## src/sv/ptd_pkg.sv

```systemverilog
`default_nettype none

package ptd_pkg;

    localparam int DEF_NUM_WIDTH = 32;
    localparam int CAND_WIDTH    = 32;
    localparam int IN_TDATA_W    = 32;
    localparam int OUT_TDATA_W   = 40;
    localparam int QUEUE_DEPTH   = 4;
    localparam int QUEUE_AW      = 2;

    localparam int FIRST_DIV = 5;
    localparam int FIRST_SQ  = 25;
    localparam int WHEEL     = 6;
    localparam int SQ_ADD    = 36;

    typedef enum logic [1:0] {
        CLS_COMPOSITE,
        CLS_PRIME,
        CLS_TEST
    } t_cls;

    typedef struct packed {
        logic busy;
        logic done;
    } t_rem_st;

endpackage

`default_nettype wire

```

## src/sv/prime_test_trial_division.sv

```systemverilog
// primality test by trial division over the 6k +/- 1 wheel
// input beat: i_s_tdata holds the candidate; it is cut or zero-extended to
// NUM_WIDTH bits before the test
// output beat: o_m_tdata bit 0 is_prime, bits 32:1 the value tested (low 32 bits)
// one output beat per input beat, in order
// the front end classifies a beat in the cycle it is taken and places it in a
// four-entry queue, so up to four candidates are taken while the back end works
// values below two, two, three and even values are answered without division,
// going from the head of the queue via S_IDLE and S_OUT to the output register
// other values run rounds on two bit-serial dividers working side by side: a
// first round by three, then one round per pair d, d+2 while d*d <= n
// each round runs the one-bit-a-cycle remainder loop over all NUM_WIDTH bits
// of the candidate; a prime runs rounds until d*d exceeds n
// a stalled output holds its beat; the back end takes the next candidate once
// its result is in the output register and stops only when that is still full
// reset (synchronous, active low) empties the queue and drops any pending beat
`default_nettype none

module prime_test_trial_division #(
    parameter int NUM_WIDTH = ptd_pkg::DEF_NUM_WIDTH
) (
    input  wire logic                           i_clk,
    input  wire logic                           i_rst_n,
    input  wire logic                           i_s_tvalid,
    output logic                                o_s_tready,
    input  wire logic [ptd_pkg::IN_TDATA_W-1:0] i_s_tdata,  // candidate
    output logic                                o_m_tvalid,
    input  wire logic                           i_m_tready,
    output logic [ptd_pkg::OUT_TDATA_W-1:0]     o_m_tdata   // is_prime, tested_value
);
    import ptd_pkg::*;

    localparam int EW = NUM_WIDTH + 2;

    logic                  w_full;
    logic                  w_push;
    logic [EW-1:0]         w_entry_in;
    logic                  w_pop;
    logic                  w_valid;
    logic [EW-1:0]         w_entry_out;
    logic                  w_start;
    logic [NUM_WIDTH-1:0]  w_dividend;
    logic [NUM_WIDTH-1:0]  w_div_a;
    logic [NUM_WIDTH-1:0]  w_div_b;
    t_rem_st               w_st_a;
    t_rem_st               w_st_b;
    logic [NUM_WIDTH-1:0]  w_rem_a;
    logic [NUM_WIDTH-1:0]  w_rem_b;
    logic                  w_is_prime;
    logic [CAND_WIDTH-1:0] w_tested;

    ptd_front #(.NUM_WIDTH(NUM_WIDTH)) u_front (
        .i_s_tvalid (i_s_tvalid),
        .o_s_tready (o_s_tready),
        .i_s_tdata  (i_s_tdata),
        .i_full     (w_full),
        .o_push     (w_push),
        .o_entry    (w_entry_in)
    );

    ptd_fifo #(.WIDTH(EW)) u_fifo (
        .i_clk   (i_clk),
        .i_rst_n (i_rst_n),
        .i_push  (w_push),
        .i_data  (w_entry_in),
        .o_full  (w_full),
        .i_pop   (w_pop),
        .o_valid (w_valid),
        .o_data  (w_entry_out)
    );

    ptd_rem #(.NUM_WIDTH(NUM_WIDTH)) u_rem_a (
        .i_clk      (i_clk),
        .i_rst_n    (i_rst_n),
        .i_start    (w_start),
        .i_dividend (w_dividend),
        .i_divisor  (w_div_a),
        .o_st       (w_st_a),
        .o_rem      (w_rem_a)
    );

    ptd_rem #(.NUM_WIDTH(NUM_WIDTH)) u_rem_b (
        .i_clk      (i_clk),
        .i_rst_n    (i_rst_n),
        .i_start    (w_start),
        .i_dividend (w_dividend),
        .i_divisor  (w_div_b),
        .o_st       (w_st_b),
        .o_rem      (w_rem_b)
    );

    ptd_back #(.NUM_WIDTH(NUM_WIDTH)) u_back (
        .i_clk      (i_clk),
        .i_rst_n    (i_rst_n),
        .i_valid    (w_valid),
        .i_entry    (w_entry_out),
        .o_pop      (w_pop),
        .o_start    (w_start),
        .o_dividend (w_dividend),
        .o_div_a    (w_div_a),
        .o_div_b    (w_div_b),
        .i_st_a     (w_st_a),
        .i_rem_a    (w_rem_a),
        .i_rem_b    (w_rem_b),
        .o_tvalid   (o_m_tvalid),
        .i_tready   (i_m_tready),
        .o_is_prime (w_is_prime),
        .o_tested   (w_tested)
    );

    assign o_m_tdata = {{(OUT_TDATA_W - CAND_WIDTH - 1){1'b0}}, w_tested, w_is_prime};

`ifndef NO_ASSERTIONS
    a_rem_lockstep: assert property (@(posedge i_clk) disable iff (!i_rst_n)
        (w_st_a.done == w_st_b.done) && (w_st_a.busy == w_st_b.busy))
        else $error("remainder units out of step");

    a_start_idle: assert property (@(posedge i_clk) disable iff (!i_rst_n)
        w_start |-> !w_st_a.busy && !w_st_b.busy)
        else $error("division started while busy");

    a_prime_odd: assert property (@(posedge i_clk) disable iff (!i_rst_n)
        o_m_tvalid && o_m_tdata[0] |-> o_m_tdata[1] || (w_tested == CAND_WIDTH'(2)))
        else $error("even value other than two reported prime");
`endif

endmodule

`default_nettype wire

```

## src/sv/ptd_front.sv

```systemverilog
`default_nettype none

module ptd_front #(
    parameter int NUM_WIDTH = ptd_pkg::DEF_NUM_WIDTH
) (
    input  wire logic                              i_s_tvalid,
    output logic                                   o_s_tready,
    input  wire logic [ptd_pkg::IN_TDATA_W-1:0]    i_s_tdata,  // candidate
    input  wire logic                              i_full,
    output logic                                   o_push,
    output logic [NUM_WIDTH+1:0]                   o_entry
);
    import ptd_pkg::*;

    logic [NUM_WIDTH-1:0] w_n;
    t_cls                 w_cls;

    assign w_n = NUM_WIDTH'(i_s_tdata);

    always_comb begin
        if (w_n <= NUM_WIDTH'(1)) begin
            w_cls = CLS_COMPOSITE;
        end else if (w_n == NUM_WIDTH'(2) || w_n == NUM_WIDTH'(3)) begin
            w_cls = CLS_PRIME;
        end else if (!w_n[0]) begin
            w_cls = CLS_COMPOSITE;
        end else begin
            // odd, five or more: divisibility by three is left to the back end
            w_cls = CLS_TEST;
        end
    end

    assign o_s_tready = !i_full;
    assign o_push     = i_s_tvalid && !i_full;
    assign o_entry    = {w_cls, w_n};

endmodule

`default_nettype wire

```

## src/sv/ptd_fifo.sv

```systemverilog
`default_nettype none

module ptd_fifo #(
    parameter int WIDTH = ptd_pkg::DEF_NUM_WIDTH + 2
) (
    input  wire logic             i_clk,
    input  wire logic             i_rst_n,
    input  wire logic             i_push,
    input  wire logic [WIDTH-1:0] i_data,
    output logic                  o_full,
    input  wire logic             i_pop,
    output logic                  o_valid,
    output logic [WIDTH-1:0]      o_data
);
    import ptd_pkg::*;

    logic [WIDTH-1:0]    r_mem [QUEUE_DEPTH];
    logic [QUEUE_AW-1:0] r_wr;
    logic [QUEUE_AW-1:0] r_rd;
    logic [QUEUE_AW:0]   r_cnt;
    logic                w_pop;

    assign o_full  = (r_cnt == (QUEUE_AW+1)'(QUEUE_DEPTH));
    assign o_valid = (r_cnt != '0);
    assign o_data  = r_mem[r_rd];
    assign w_pop   = i_pop && o_valid;

    always_ff @(posedge i_clk) begin
        if (i_push) begin
            r_mem[r_wr] <= i_data;
        end
    end

    always_ff @(posedge i_clk) begin
        if (!i_rst_n) begin
            r_wr  <= '0;
            r_rd  <= '0;
            r_cnt <= '0;
        end else begin
            if (i_push) begin
                r_wr <= r_wr + 1'b1;
            end
            if (w_pop) begin
                r_rd <= r_rd + 1'b1;
            end
            case ({i_push, w_pop})
                2'b10:   r_cnt <= r_cnt + 1'b1;
                2'b01:   r_cnt <= r_cnt - 1'b1;
                default: r_cnt <= r_cnt;
            endcase
        end
    end

endmodule

`default_nettype wire

```

## src/sv/ptd_rem.sv

```systemverilog
`default_nettype none

module ptd_rem #(
    parameter int NUM_WIDTH = ptd_pkg::DEF_NUM_WIDTH
) (
    input  wire logic                 i_clk,
    input  wire logic                 i_rst_n,
    input  wire logic                 i_start,
    input  wire logic [NUM_WIDTH-1:0] i_dividend,
    input  wire logic [NUM_WIDTH-1:0] i_divisor,
    output ptd_pkg::t_rem_st          o_st,
    output logic [NUM_WIDTH-1:0]      o_rem
);
    import ptd_pkg::*;

    localparam int CW = $clog2(NUM_WIDTH + 1);

    logic [NUM_WIDTH-1:0] r_q;
    logic [NUM_WIDTH-1:0] r_d;
    logic [NUM_WIDTH-1:0] r_r;
    logic [CW-1:0]        r_cnt;
    logic                 r_busy;
    logic [NUM_WIDTH:0]   w_trial;
    logic [NUM_WIDTH:0]   w_diff;
    logic                 w_done;

    // restoring division, one quotient bit a cycle, most significant first
    assign w_trial = {r_r, r_q[NUM_WIDTH-1]};
    assign w_diff  = w_trial - {1'b0, r_d};
    assign w_done  = r_busy && (r_cnt == '0);

    always_ff @(posedge i_clk) begin
        if (!i_rst_n) begin
            r_busy <= 1'b0;
            r_cnt  <= '0;
        end else if (i_start) begin
            r_busy <= 1'b1;
            r_cnt  <= CW'(NUM_WIDTH);
            r_q    <= i_dividend;
            r_d    <= i_divisor;
            r_r    <= '0;
        end else if (w_done) begin
            r_busy <= 1'b0;
        end else if (r_busy) begin
            r_cnt <= r_cnt - 1'b1;
            r_q   <= {r_q[NUM_WIDTH-2:0], 1'b0};
            if (!w_diff[NUM_WIDTH]) begin
                r_r <= w_diff[NUM_WIDTH-1:0];
            end else begin
                r_r <= w_trial[NUM_WIDTH-1:0];
            end
        end
    end

    assign o_st.busy = r_busy;
    assign o_st.done = w_done;
    assign o_rem     = r_r;

endmodule

`default_nettype wire

```

## src/sv/ptd_back.sv

```systemverilog
`default_nettype none

module ptd_back #(
    parameter int NUM_WIDTH = ptd_pkg::DEF_NUM_WIDTH
) (
    input  wire logic                              i_clk,
    input  wire logic                              i_rst_n,
    input  wire logic                              i_valid,
    input  wire logic [NUM_WIDTH+1:0]              i_entry,
    output logic                                   o_pop,
    output logic                                   o_start,
    output logic [NUM_WIDTH-1:0]                   o_dividend,
    output logic [NUM_WIDTH-1:0]                   o_div_a,
    output logic [NUM_WIDTH-1:0]                   o_div_b,
    input  wire ptd_pkg::t_rem_st                  i_st_a,
    input  wire logic [NUM_WIDTH-1:0]              i_rem_a,
    input  wire logic [NUM_WIDTH-1:0]              i_rem_b,
    output logic                                   o_tvalid,
    input  wire logic                              i_tready,
    output logic                                   o_is_prime,
    output logic [ptd_pkg::CAND_WIDTH-1:0]         o_tested
);
    import ptd_pkg::*;

    localparam int SW = NUM_WIDTH + 2;

    typedef enum logic [1:0] {
        S_IDLE,
        S_DIV,
        S_CHK,
        S_OUT
    } t_state;

    t_state               r_state;
    logic [NUM_WIDTH-1:0] r_n;
    logic [NUM_WIDTH-1:0] r_d;
    logic [SW-1:0]        r_sq;
    logic                 r_pre;
    logic                 r_start;
    logic [NUM_WIDTH-1:0] r_dva;
    logic [NUM_WIDTH-1:0] r_dvb;
    logic                 r_res;
    logic                 r_ovalid;
    logic                 r_oprime;
    logic [CAND_WIDTH-1:0] r_otest;
    t_cls                 w_cls;
    logic [SW-1:0]        w_d_ext;
    logic [SW-1:0]        n_sq;
    logic                 n_start;
    logic                 w_load;

    assign w_cls   = t_cls'(i_entry[NUM_WIDTH+1:NUM_WIDTH]);
    assign w_d_ext = SW'(r_d);
    // (d + 6)^2 = d^2 + 12d + 36
    assign n_sq    = r_sq + (w_d_ext << 3) + (w_d_ext << 2) + SW'(SQ_ADD);
    assign o_pop   = (r_state == S_IDLE) && i_valid;
    assign w_load  = (r_state == S_OUT) && (!r_ovalid || i_tready);
    assign n_start = ((r_state == S_IDLE) && i_valid && (w_cls == CLS_TEST))
                  || ((r_state == S_CHK) && (r_sq <= SW'(r_n)));

    always_ff @(posedge i_clk) begin
        if (!i_rst_n) begin
            r_state  <= S_IDLE;
            r_start  <= 1'b0;
            r_ovalid <= 1'b0;
        end else begin
            r_start <= n_start;
            if (w_load) begin
                r_ovalid <= 1'b1;
            end else if (i_tready) begin
                r_ovalid <= 1'b0;
            end
            unique case (r_state)
                S_IDLE: begin
                    if (i_valid) begin
                        r_n <= i_entry[NUM_WIDTH-1:0];
                        case (w_cls)
                            CLS_PRIME: begin
                                r_res   <= 1'b1;
                                r_state <= S_OUT;
                            end
                            CLS_TEST: begin
                                r_d     <= NUM_WIDTH'(FIRST_DIV);
                                r_sq    <= SW'(FIRST_SQ);
                                r_pre   <= 1'b1;
                                r_dva   <= NUM_WIDTH'(3);
                                r_dvb   <= NUM_WIDTH'(3);
                                r_state <= S_DIV;
                            end
                            default: begin
                                r_res   <= 1'b0;
                                r_state <= S_OUT;
                            end
                        endcase
                    end
                end
                S_DIV: begin
                    if (i_st_a.done) begin
                        if (i_rem_a == '0 || (!r_pre && i_rem_b == '0)) begin
                            r_res   <= 1'b0;
                            r_state <= S_OUT;
                        end else begin
                            if (r_pre) begin
                                r_pre <= 1'b0;
                            end else begin
                                r_d  <= r_d + NUM_WIDTH'(WHEEL);
                                r_sq <= n_sq;
                            end
                            r_state <= S_CHK;
                        end
                    end
                end
                S_CHK: begin
                    if (r_sq > SW'(r_n)) begin
                        r_res   <= 1'b1;
                        r_state <= S_OUT;
                    end else begin
                        r_dva   <= r_d;
                        r_dvb   <= r_d + NUM_WIDTH'(2);
                        r_state <= S_DIV;
                    end
                end
                S_OUT: begin
                    if (w_load) begin
                        r_oprime <= r_res;
                        r_otest  <= CAND_WIDTH'(r_n);
                        r_state  <= S_IDLE;
                    end
                end
                default: r_state <= S_IDLE;
            endcase
        end
    end

    assign o_start    = r_start;
    assign o_dividend = r_n;
    assign o_div_a    = r_dva;
    assign o_div_b    = r_dvb;
    assign o_tvalid   = r_ovalid;
    assign o_is_prime = r_oprime;
    assign o_tested   = r_otest;

endmodule

`default_nettype wire
```

## config.mk

```make
export PLATFORM = sky130hd
export DESIGN_NAME = prime_test_trial_division
export DESIGN_NICKNAME = d
export VERILOG_FILES = /design/src/sv/ptd_pkg.sv /design/src/sv/prime_test_trial_division.sv /design/src/sv/ptd_front.sv /design/src/sv/ptd_fifo.sv /design/src/sv/ptd_rem.sv /design/src/sv/ptd_back.sv
export SDC_FILE = /design/constraint.sdc
export NUM_CORES = 1
export LEC_CHECK = 0
export ABC_AREA = 1
export BUFFER_PORTS_ARGS = -buffer_cell sky130_fd_sc_hd__buf_4
export CAP_MARGIN = 20
export CORE_MARGIN = 8
export CORE_UTILIZATION = 38
export CTS_BUF_LIST = sky130_fd_sc_hd__clkbuf_16
export DETAILED_ROUTE_END_ITERATION = 6
export SETUP_SLACK_MARGIN = 0.1
export SLEW_MARGIN = 20
export SYNTH_ARGS = -nofsm -noshare
export SYNTH_HDL_FRONTEND = slang
export SYNTH_HIERARCHICAL = 1
export SYNTH_SLANG_ARGS = --single-unit
```

## constraint.sdc

```tcl
create_clock -name i_clk -period 18.75 [get_ports i_clk]
set_input_delay 3.75 -clock i_clk [delete_from_list [all_inputs] [get_ports i_clk]]
set_output_delay 3.75 -clock i_clk [all_outputs]
set_load 0.01 [all_outputs]
```

### Word level (Yosys, flattened, before mapping)

Memories as Yosys holds them, arrays and structs flattened. A register that Yosys moved wholly into a read port is not among the register bits.
Cells that the tools add are included.

* register bits after elaboration: 414
* bits in latches: 0
* bits in writable memories: 136
* bits in read-only memories: 0
* output and inout bits: 42
* logic and storage cells: 183
* memories kept: 1

Memories
* u_fifo.r_mem: depth 4, bits a word 34, rd ports 1, clocked after Yosys merged registers in 1, wr ports 1, RTL line ptd_fifo.sv:17 `logic [WIDTH-1:0] r_mem [QUEUE_DEPTH];`

* add/subtract/negate cells: 13
* multiply operators: 0
* div/mod/pow operators: 0
* $lt $le $gt $ge: 3
* equality and inequality tests: 22
* shift operators: 0
* mux-type cells: 68
* bitwise operators: 3
* reduce and logical (&&, ||, !) cells: 46

Operators with widths (count)
* two-way mux 32 bit: 21
* one-hot mux 32 bit (2 select lines): 3
* two-way mux 34 bit: 5
* adder 34 bit: 2
* one-hot mux 34 bit (2 select lines): 1
* subtractor 33 x 32 -> 33 bit: 2
* equality test 32 x 2 -> 1 bit, second input constant: 2
* logical NOT 32 bit: 2
* two-way mux 6 bit: 6
* adder 34 x 6 -> 34 bit, second input constant: 1
* > comparator 34 x 32 -> 1 bit: 1
* less-or-equal comparator 34 x 32 -> 1 bit: 1
* adder 32 x 2 -> 32 bit, second input constant: 1
* adder 32 x 3 -> 32 bit, second input constant: 1
* less-or-equal comparator 32 x 1 -> 1 bit, second input constant: 1
* two-way mux 2 bit: 10
* two-way mux 1 bit: 17
* nonzero test 2 bit: 8
* AND reduction 3 bit: 5
* != test 2 bit, second input constant: 7
* AND reduction 7 bit: 2
* logical NOT 6 bit: 2
* subtractor 6 x 1 -> 6 bit, second input constant: 2
* != test 2 x 1 -> 1 bit, second input constant: 5
* other kinds (20): 47

### Longest topological paths before layout

Gate-level depths: netlist of the first run.

* depth after elaboration: 7
* mapped depth: 18
* gate-level depth less buffers: 17

### Cells and area by module

Netlist of the first run, hierarchy kept.

Modules (own cells, without submodules)
* ptd_rem: instances 2, cells an instance 976, area an instance 6972.9 um^2, sequential area each 3022.9 um^2
* ptd_back: instances 1, cells an instance 1277, area an instance 12131.6 um^2, sequential area each 5815.6 um^2
* ptd_fifo: instances 1, cells an instance 395, area an instance 5718.0 um^2, sequential area each 4264.1 um^2
* ptd_front: instances 1, cells an instance 68, area an instance 384.1 um^2, sequential area each 0.0 um^2
* prime_test_trial_division: instances 1, cells an instance 9, area an instance 63.8 um^2, sequential area each 0.0 um^2

### Worst setup path before layout of the first run

OpenSTA, ideal clock, no wires.

* path type: input-to-reg
* start point: input port i_rst_n
* end point: register u_back.r_d[10], enable pin
* setup time: 571 ps
* arrival: 8428 ps
* path slack: 9751 ps
* stages: 2
* path through: nand3_1 -> nor3b_1

* longest elaborated chain between the ends: 1

RTL lines
* start, declared: RTL line prime_test_trial_division.sv:23 `input wire logic i_rst_n,`
* AND reduction 7 bit (no line)
* end signal, assigned: RTL line ptd_back.sv:83 `r_d <= NUM_WIDTH'(FIRST_DIV);`
* end signal, assigned: RTL line ptd_back.sv:106 `r_d <= r_d + NUM_WIDTH'(WHEEL);`
* end, declared: RTL line ptd_back.sv:36 `logic [NUM_WIDTH-1:0] r_d;`

No other way between the ends.
A chain may end at the register's enable or synchronous reset.

### Worst setup path in the final report of the first run

* start point: register u_fifo.r_cnt[1]
* end point: output port o_s_tready

* longest elaborated chain between the ends: 2

RTL lines
* start, declared: RTL line ptd_fifo.sv:20 `logic [QUEUE_AW:0] r_cnt;`
* start signal, assigned: RTL line ptd_fifo.sv:47 `2'b10: r_cnt <= r_cnt + 1'b1;`
* start signal, assigned: RTL line ptd_fifo.sv:48 `2'b01: r_cnt <= r_cnt - 1'b1;`
* start signal, assigned: RTL line ptd_fifo.sv:49 `default: r_cnt <= r_cnt;`
* equality test 3 bit: RTL line ptd_fifo.sv:23 `assign o_full = (r_cnt == (QUEUE_AW+1)'(QUEUE_DEPTH));`
* net w_full: RTL line prime_test_trial_division.sv:35 `logic w_full;`
* logical NOT 1 bit: RTL line ptd_front.sv:33 `assign o_s_tready = !i_full;`
* end, declared: RTL line prime_test_trial_division.sv:25 `output logic o_s_tready,`

The timed path passes the listed nets, and every way through them passes these cells.

==> results of run 1 <==
==> critical path, stage by stage (launching register included) <==
cell and delay [ns]:
dfxtp_1 0.33, nor3_1 0.32, inv_1 0.07, buf_4 0.15
==> area by class of cell <==
cell class,count,area [sq um]
clock inverters,52,514
fillers,8282,48200
clock buffers,59,1480
flip-flops and latches,546,16100
inverters,672,2530
multi-input cells,2368,12800
well taps,1134,1420
repair buffers,89,668
==> cell usage in the layout, fill, tap and decap left out, types with 4 or more instances in the layout <==
master,instances
nor3_1,19
dfxtp_1,25
fa_1,33
inv_1,667
a21oi_1,165
nand2_1,989
edfxtp_1,519
nand2_4,11
buf_4,89
nand3_1,145
o22ai_1,14
and2_1,5
or2_2,4
inv_6,4
clkinvlp_4,8
nand2_2,20
o21a_1,11
ha_1,193
clkinv_4,6
clkbuf_16,59
nor4_1,19
o21ai_1,15
o22ai_2,20
nand4_1,19
o21ai_0,135
o21bai_1,7
conb_1,9
a21o_1,10
xnor2_1,6
bufinv_16,6
nor2_1,392
clkinv_1,5
nor3b_1,6
inv_2,16
xor2_1,35
nor2_4,4
nand3_2,4
nor2_2,48
clkinv_2,8
==> path summary, 6_finish.rpt <==
kind                                        start                             to  slack [ns]  cells after the start
setup reg to reg      u_back/r_d[1]$_SDFFCE_PN0P_  u_back/r_sq[24]$_SDFFCE_PN0P_       15.12                     17
hold / removal    u_back/o_div_b[1]$_SDFFCE_PN1P_       u_rem_b/r_d[1]$_DFFE_PP_        0.41                      0
setup / recovery     u_fifo/r_cnt[1]$_SDFFE_PN0P_                     o_s_tready       13.51                      3
hold reg to reg   u_back/o_div_b[1]$_SDFFCE_PN1P_       u_rem_b/r_d[1]$_DFFE_PP_        0.41                      0
==> power by group through the flow <==
stage | Clock (mW) | Sequential, mW | Combinational (mW)
final | 1.18 | 1.77 | 1.87
after global routing | 1.26 | 1.79 | 2.15
after CTS | 1.21 | 1.77 | 1.88
after detailed placement | 0 | 1.79 | 1.87
after global placement | 0 | 1.79 | 1.84
after floorplan | 0 | 1.73 | 1.44
==> registers in the layout, summed over array words and instances (netlist names), 2 cells and up, named ones only <==
register and flops:
u_rem_b/o_rem 32, u_back/o_dividend 32, u_rem_a/r_q 32, u_rem_b/r_q 32, u_fifo/r_mem 136, u_back/r_state 2
u_rem_a/r_cnt 6, u_fifo/r_wr 2, u_rem_a/o_rem 32, u_back/o_tested 32, u_rem_b/r_cnt 6, u_fifo/r_rd 2
u_fifo/r_cnt 3, u_rem_b/r_d 32, u_rem_a/r_d 32, u_back/o_div_a 31, u_back/o_div_b 31, u_back/r_sq 31
u_back/r_d 31
==> through the flow <==
stage	util	cells	worst slack, ns	cell area [sq um]
floorplan	-	3703	9.75	32200
finish	0.424	4920	13.51	35600
global placement	0.401	4809	13.03	33600
detailed placement	0.401	4809	12.96	33600
CTS	0.424	4920	13.45	35600
global route	0.424	4920	13.38	35600
==> routing by layer <==
layer  wire [um]  track usage  up-vias
met5           0            0        -
met3        2670       0.0183      111
li1            -            -    11900
met2       35100        0.268      457
met4        1820       0.0420        0
met1       35400        0.212    10600
==> metrics.cfg, run 1 <==
[run_status]
status=completed

[timing]
finalSetupTns_ns=0
slew_viol_final=0
period_minus_slack_ns=5.24
hold_ws_ns=0.412
tightest_slew_ns=0.931
rsz0062_at_grt=no
fmax_mhz=191
finalSetupViolCount=0
maxSlewHeadroom=0.378
post-route-period-util=0.280
skew_ns=0.0216
finalHoldViolCount=0

[cts]
clock_path_buffers=3
path_clk_slew_ns=0.06
htreeDepth=2
cts-resized-gates=0
cts_hold_buf=0
clock_sinks=546
clkLatencyLatePin_ns=0.64
cts_buffers=59
post-cts-setup-buffers=0
root_buffer=clkbuf_16
cts_tree=done

[route]
drc_errors=0
routed_via_density=4.69
dr.pass1.iters=5
routedWlPerCell_um=15.3
totalWireLength_um=75100
vias=23100
drtIter0Drc=1598
detail-route-antenna-nets=0

[place]
gp_congestion=0.895
hpwl_um=55000
io_buffers=70

[die]
start_util=0.384
die_w_um=307
core_sq_um=83800
die_area_sq_um=94300
die_h_um=307
rows=106
io_pins=78

[worst_setup_path]
crit_path_end_kind=output port
crit_type=register to output port
cp.required_ns=15.00
start_kind=register
cp_max_fo=4
arrival_ns=1.49

[global_routing]
first_global_vias=22600
grt_max_degree=70
grt.total_usage=0.157
grt_overflow=0
antenna_found_initial=0
grt_first_pass_wirelength_um=121000

[power_and_ir_drop]
peakVddDrop_uv=90.0
power_frac_seq=0.367
p_comb_frac=0.389
leakage_nw=16.4
p_int_mw=2.90
total_power_mw=4.82
p_clk_frac=0.245
netSwitchingFraction=0.399
p_sw_mw=1.92
power_density_nw_per_um2=136

[layout]
drive_above_1_share=0.0861
layout.nets=3999
antenna_cells=0
area_delta_synth_final_pct=10.4

[min_path]
worstHoldPathType=register to register

[yosys]
synth_warnings=6
syn-cell-area_sq_um=32200
syn-instance-count=3696
avgSynthCellArea_sq_um=8.72

[flow_run]
maxCapViolCount=0

Power figures use the tool's default switching activity.
==> run 2, diff against run 1 <==
- ABC_AREA: 1 -> 0
- clock period: 18.75 -> 5.2 ns (I/O delays scaled with it)
==> metrics.cfg, run 2 <==
[power_and_ir_drop]
power_density_nw_per_um2=418  ; was 136 nW/um^2
peakVddDrop_uv=313  ; was 90.0 uV
leakage_nw=12.3  ; was 16.4 nW

[cts]
clock_sinks=546  ; unchanged
cts-resized-gates=0  ; unchanged
cts_hold_buf=0  ; unchanged
cts_buffers=60  ; was 59
clock_path_buffers=3  ; unchanged
post-cts-setup-buffers=0  ; unchanged
path_clk_slew_ns=0.06  ; about the same
clkLatencyLatePin_ns=0.65  ; was 0.64 ns
cts_tree=done  ; unchanged
root_buffer=clkbuf_16  ; unchanged
htreeDepth=2  ; unchanged

[layout]
fin_util=0.427  ; was 0.424
layout.nets=2675  ; was 3999
largest_reg_flops=136  ; unchanged
mostFrequentLayoutCell=edfxtp_1  ; was nand2_1
area_delta_synth_final_pct=11.3  ; was 10.4%
mostFrequentLayoutCells=edfxtp_1 (519), nor2_1 (261), inv_1 (232)  ; was nand2_1 (989), inv_1 (667), edfxtp_1 (519)
antenna_cells=0  ; unchanged
drive_above_1_share=0.127  ; was 0.0861
regMostFlops=u_fifo/r_mem  ; unchanged

[timing]
maxSlewHeadroom=0.401  ; was 0.378
period_minus_slack_ns=4.00
tightest_slew_ns=0.899  ; was 0.931 ns
finalSetupTns_ns=0  ; unchanged
skew_ns=0.0447  ; was 0.0216 ns
slew_viol_final=0  ; unchanged
post-route-period-util=0.769
finalHoldViolCount=0  ; unchanged
finalSetupViolCount=0  ; unchanged
rsz0062_at_grt=no  ; unchanged
fmax_mhz=250

[die]
rows=101  ; was 106
core_sq_um=75800  ; was 83800 sq um
die_w_um=293  ; was 307 um
die_h_um=293  ; was 307 um
die_area_sq_um=85600  ; was 94300 sq um
io_pins=78  ; unchanged
start_util=0.383  ; was 0.384

[worst_setup_path]
cp.required_ns=5.57  ; was 15.00 ns
crit_start=u_back/r_d[1]$_SDFFCE_PN0P_  ; was u_fifo/r_cnt[1]$_SDFFE_PN0P_
cpMostUsedCell=inv_1
rrSetupSlack_ns=1.20  ; was 15.12 ns
crit_path_end=u_back/r_sq[32]$_SDFFCE_PN0P_  ; was o_s_tready
rr_worst_depth=15  ; was 17
r2r-start=u_back/r_d[1]$_SDFFCE_PN0P_  ; unchanged
timing.rr.end=u_back/r_sq[32]$_SDFFCE_PN0P_  ; was u_back/r_sq[24]$_SDFFCE_PN0P_
crit_type=register to register  ; was register to output port
crit_path_end_kind=register  ; was output port
start_kind=register  ; unchanged
arrival_ns=4.37  ; was 1.49 ns
critPathSlowestCell=fa_1  ; was dfxtp_1
worstPathCellList=inv_1 > fa_1 > inv_1 > ha_1 > ha_1 > inv_1 > fa_1 > nor2b_1 > o31a_1 > o31ai_2 > o2111ai_2 > a41o_1 > a221oi_2 > xor2_1 > nor2_1  ; was nor3_1 > inv_1 > buf_4
slowest_delay_ns=0.56  ; was 0.33 ns
cp_max_fo=9  ; was 4

[flow_run]
maxCapViolCount=0  ; unchanged

[global_routing]
first_global_vias=18200  ; was 22.6k
grt_max_degree=69  ; was 70
antenna_found_initial=2  ; was 0
grt.total_usage=0.140  ; was 0.157
grt_overflow=0  ; unchanged
grt_first_pass_wirelength_um=97800  ; was 121000 um

[route]
routed_via_density=5.12  ; was 4.69
drc_errors=0  ; unchanged
vias=17600  ; was 23.1k
totalWireLength_um=60100  ; was 75100 um
dr.pass1.iters=5  ; unchanged
detail-route-antenna-nets=0  ; unchanged
drtIter0Drc=1096  ; was 1598
routedWlPerCell_um=17.5  ; was 15.3 um

[yosys]
syn-instance-count=2349  ; was 3696
syn-cell-area_sq_um=29100  ; was 32200 sq um
avgSynthCellArea_sq_um=12.4  ; was 8.72 sq um
synth_warnings=6  ; unchanged

[place]
gp_congestion=0.868  ; was 0.895
io_buffers=70  ; unchanged
hpwl_um=42900  ; was 55000 um

[run_status]
status=completed  ; unchanged

[min_path]
worstHoldPathType=register to register  ; unchanged

-- run 2: per-layer routing --
metal  wire length [um]  track usage
met1              27100        0.181
met2              29300        0.241
met3               2240       0.0210
met4               1460       0.0423
met5                 13            0
-- run 2: worst min-delay path by stage --
| stage | startpoint | endpoint | cells past startpoint |
|---|---|---|---|
| 2_1_floorplan | u_back/r_res$_DFFE_PP_ | u_back/o_is_prime$_DFFE_PP_ | 0 |
| 3_3_place_gp | u_back/o_div_a[27]$_SDFFCE_PN0P_ | u_rem_a/r_d[27]$_DFFE_PP_ | 0 |
| 3_5_place_dp | u_back/o_div_a[10]$_SDFFCE_PN0P_ | u_rem_a/r_d[10]$_DFFE_PP_ | 0 |
| 4_1_cts | u_back/o_div_a[24]$_SDFFCE_PN0P_ | u_rem_a/r_d[24]$_DFFE_PP_ | 0 |
| 5_1_grt | u_back/o_div_b[10]$_SDFFCE_PN0P_ | u_rem_b/r_d[10]$_DFFE_PP_ | 0 |
| 6_report | u_back/o_div_a[21]$_SDFFCE_PN0P_ | u_rem_a/r_d[21]$_DFFE_PP_ | 0 |
-- run 2: stage by stage --
stage	instances	area [sq um]	hold slack (ns)	setup slack, ns	power (mW)
floorplan	2356	29100	0.400	1.25	8.74
global placement	3326	30400	0.405	1.22	9.55
detailed placement	3326	30400	0.405	1.13	9.61
CTS	3437	32300	0.415	1.16	13.7
global route	3439	32300	0.420	0.848	14.3
finish	3439	32300	0.415	1.20	13.5
-- run 2: final cells by class --
class | count | area [sq um]
sequential | 546 | 16100
fill | 6991 | 43500
inverter | 226 | 848
timing repair buffer | 91 | 753
clock buffer | 60 | 1500
tap | 978 | 1220
multi-input combinational | 1487 | 11500
clock inverter | 51 | 379
-- run 2: report_power, final --
| group | switching, mW | total, mW | internal [mW] |
|---|---|---|---|
| Combinational | 2.18 | 3.76 | 1.57 |
| Sequential | 0.308 | 5.78 | 5.47 |
| Clock | 1.78 | 3.99 | 2.22 |
-- run 2: worst max-delay path: cells and delay by family, from the launching register on --
family / cells / cell delay, ns
compound gates: 5 / 1.48
xor+xnor: 1 / 0.17
flops: 1 / 0.49
simple gates: 2 / 0.11
buf+inv: 3 / 0.28
fa+ha+maj: 4 / 1.23
==> run 3, diff against run 2 <==
- clock period: 5.2 -> 4.16 ns (I/O delays scaled with it)
==> metrics.cfg, run 3 (synthesis results as in run 2) <==
[run_status]
status=completed  ; unchanged

[worst_setup_path]
crit_path_end_kind=register  ; unchanged
cp_max_fo=5  ; was 9
crit_type=register to register  ; unchanged
cp.required_ns=4.50  ; was 5.57 ns
start_kind=register  ; unchanged
arrival_ns=4.24  ; was 4.37 ns
rrSetupSlack_ns=0.27  ; was 1.20 ns
rr_worst_depth=13  ; was 15

[place]
dp_cells=3338  ; was 3326
pre_cts_slack_ns=0.284  ; was 1.13 ns
hpwl_um=43100  ; was 42900 um
gp_congestion=0.877  ; was 0.868
place_area_sq_um=30600  ; was 30400 sq um
io_buffers=70  ; unchanged

[cts]
cts_hold_buf=0  ; unchanged
clock_sinks=546  ; unchanged
cts_tree=done  ; unchanged
root_buffer=clkbuf_16  ; unchanged
clock_path_buffers=3  ; unchanged
cts_buffers=60  ; unchanged
path_clk_slew_ns=0.06  ; about the same
clkLatencyLatePin_ns=0.65  ; about the same
htreeDepth=2  ; unchanged

[route]
drc_errors=0  ; unchanged
dr.pass1.iters=5  ; unchanged
totalWireLength_um=60500  ; was 60100 um
vias=17500  ; was 17.6k
routed_via_density=5.08  ; was 5.12
routedWlPerCell_um=17.5  ; about the same
detail-route-antenna-nets=0  ; unchanged
drtIter0Drc=1013  ; was 1096

[timing]
hold_ws_ns=0.395  ; was 0.415 ns
finalSetupViolCount=0  ; unchanged
maxSlewHeadroom=0.450  ; was 0.401
post-route-period-util=0.936  ; was 0.769
period_minus_slack_ns=3.89  ; was 4.00 ns
tightest_slew_ns=0.825  ; was 0.899 ns
finalHoldViolCount=0  ; unchanged
fmax_mhz=257  ; was 250 MHz
slew_viol_final=0  ; unchanged
finalSetupTns_ns=0  ; unchanged
setup_ws_ns=0.267  ; was 1.20 ns
rsz0062_at_grt=no  ; unchanged
skew_ns=0.0462  ; was 0.0447 ns

[die]
die_area_sq_um=85600  ; unchanged
rows=101  ; unchanged
io_pins=78  ; unchanged
die_w_um=293  ; unchanged
die_h_um=293  ; unchanged
start_util=0.383  ; unchanged
core_sq_um=75800  ; unchanged

[layout]
mostFrequentLayoutCells=edfxtp_1 (519), nor2_1 (261), inv_1 (232)  ; unchanged
final_area_sq_um=32600  ; was 32300 sq um
seq_area_sq_um=16100  ; unchanged
fin_util=0.430  ; was 0.427
area_delta_synth_final_pct=12.1  ; was 11.3%
multi_input_area_sq_um=11500  ; about the same
mostFrequentLayoutCell=edfxtp_1  ; unchanged
antenna_cells=0  ; unchanged
drive_above_1_share=0.133  ; was 0.127
regMostFlops=u_fifo/r_mem  ; unchanged
layout.nets=2687  ; was 2675
fin_cells=3452  ; was 3439
fillers=7005  ; was 6991
largest_reg_flops=136  ; unchanged

[power_and_ir_drop]
peakVddDrop_uv=447  ; was 313 uV
leakage_nw=12.5  ; was 12.3 nW
power_density_nw_per_um2=530  ; was 418 nW/um^2
total_power_mw=17.3  ; was 13.5 mW

[flow_run]
maxCapViolCount=0  ; unchanged

[min_path]
worstHoldPathType=primary input to register  ; was register to register
whs_path_depth=1  ; was 0

[global_routing]
antenna_found_initial=1  ; was 2
grt.total_usage=0.141  ; was 0.140
grt_max_degree=79  ; was 69
grt_first_pass_wirelength_um=98500  ; was 97800 um
grt_overflow=0  ; unchanged
first_global_vias=18100  ; was 18.2k

==> run 3: cell count changes in the layout (fill, tap and decap cells not counted), sizes merged <==
cell | previous run | this run
clkinvlp | 8 | 6
inv | 237 | 235
bufinv | 2 | 7
buf | 91 | 103
==> run 3: path summary, 6_finish.rpt <==
check	start	end
worst min-delay path	i_s_tdata[8]	u_fifo/r_mem[1][8]$_DFFE_PP_
worst max-delay path	u_back/r_d[4]$_SDFFCE_PN0P_	u_back/r_sq[32]$_SDFFCE_PN0P_
worst max register to register	u_back/r_d[4]$_SDFFCE_PN0P_	u_back/r_sq[32]$_SDFFCE_PN0P_
worst min register to register	u_back/o_div_a[11]$_SDFFCE_PN0P_	u_rem_a/r_d[11]$_DFFE_PP_
==> run 3: routing by layer <==
| layer | share of wire | routed length (um) | track usage | vias to the layer above |
|---|---|---|---|---|
| met3 | 0.039 | 2350 | 0.0217 | 111 |
| met4 | 0.032 | 1910 | 0.0496 | 2 |
| met5 | 0.00021 | 13 | 0 | - |
| met1 | 0.44 | 26900 | 0.180 | 8500 |
| li1 | - | - | - | 8575 |
| met2 | 0.49 | 29300 | 0.242 | 340 |
==> run 3: report_power, final <==
part	internal, mW	total, mW	switching (mW)
logic	2.01	4.77	2.76
registers	6.84	7.21	0.378
clock network	3.07	5.28	2.21
==> run 3: worst max-delay path: stages (launching register included) <==
cell	delay [ns]
edfxtp_1	0.44
inv_1	0.24
fa_1	0.46
inv_1	0.07
ha_1	0.23
ha_1	0.34
nor2b_1	0.17
o31a_1	0.29
o31ai_2	0.33
o2111ai_2	0.22
a41o_1	0.36
a221oi_2	0.26
xor2_1	0.17
nor2_1	0.05
==> run 3: what timing repair did <==
| action | 4_1_cts | 5_1_grt |
|---|---|---|
| gates resized for setup | 0 | 5 |
| setup endpoints to repair | 0 | 2 |
| buffers inserted | 0 | 1 |
==> run 3: layout make-up <==
| type | count | area share |
|---|---|---|
| clock inverters | 52 | 0.0149 |
| inverters | 226 | 0.0260 |
| flip-flops and latches | 546 | 0.495 |
| multi-input cells | 1487 | 0.353 |
| clock buffers | 60 | 0.0461 |
| repair buffers | 103 | 0.0268 |
| well taps | 978 | 0.0376 |
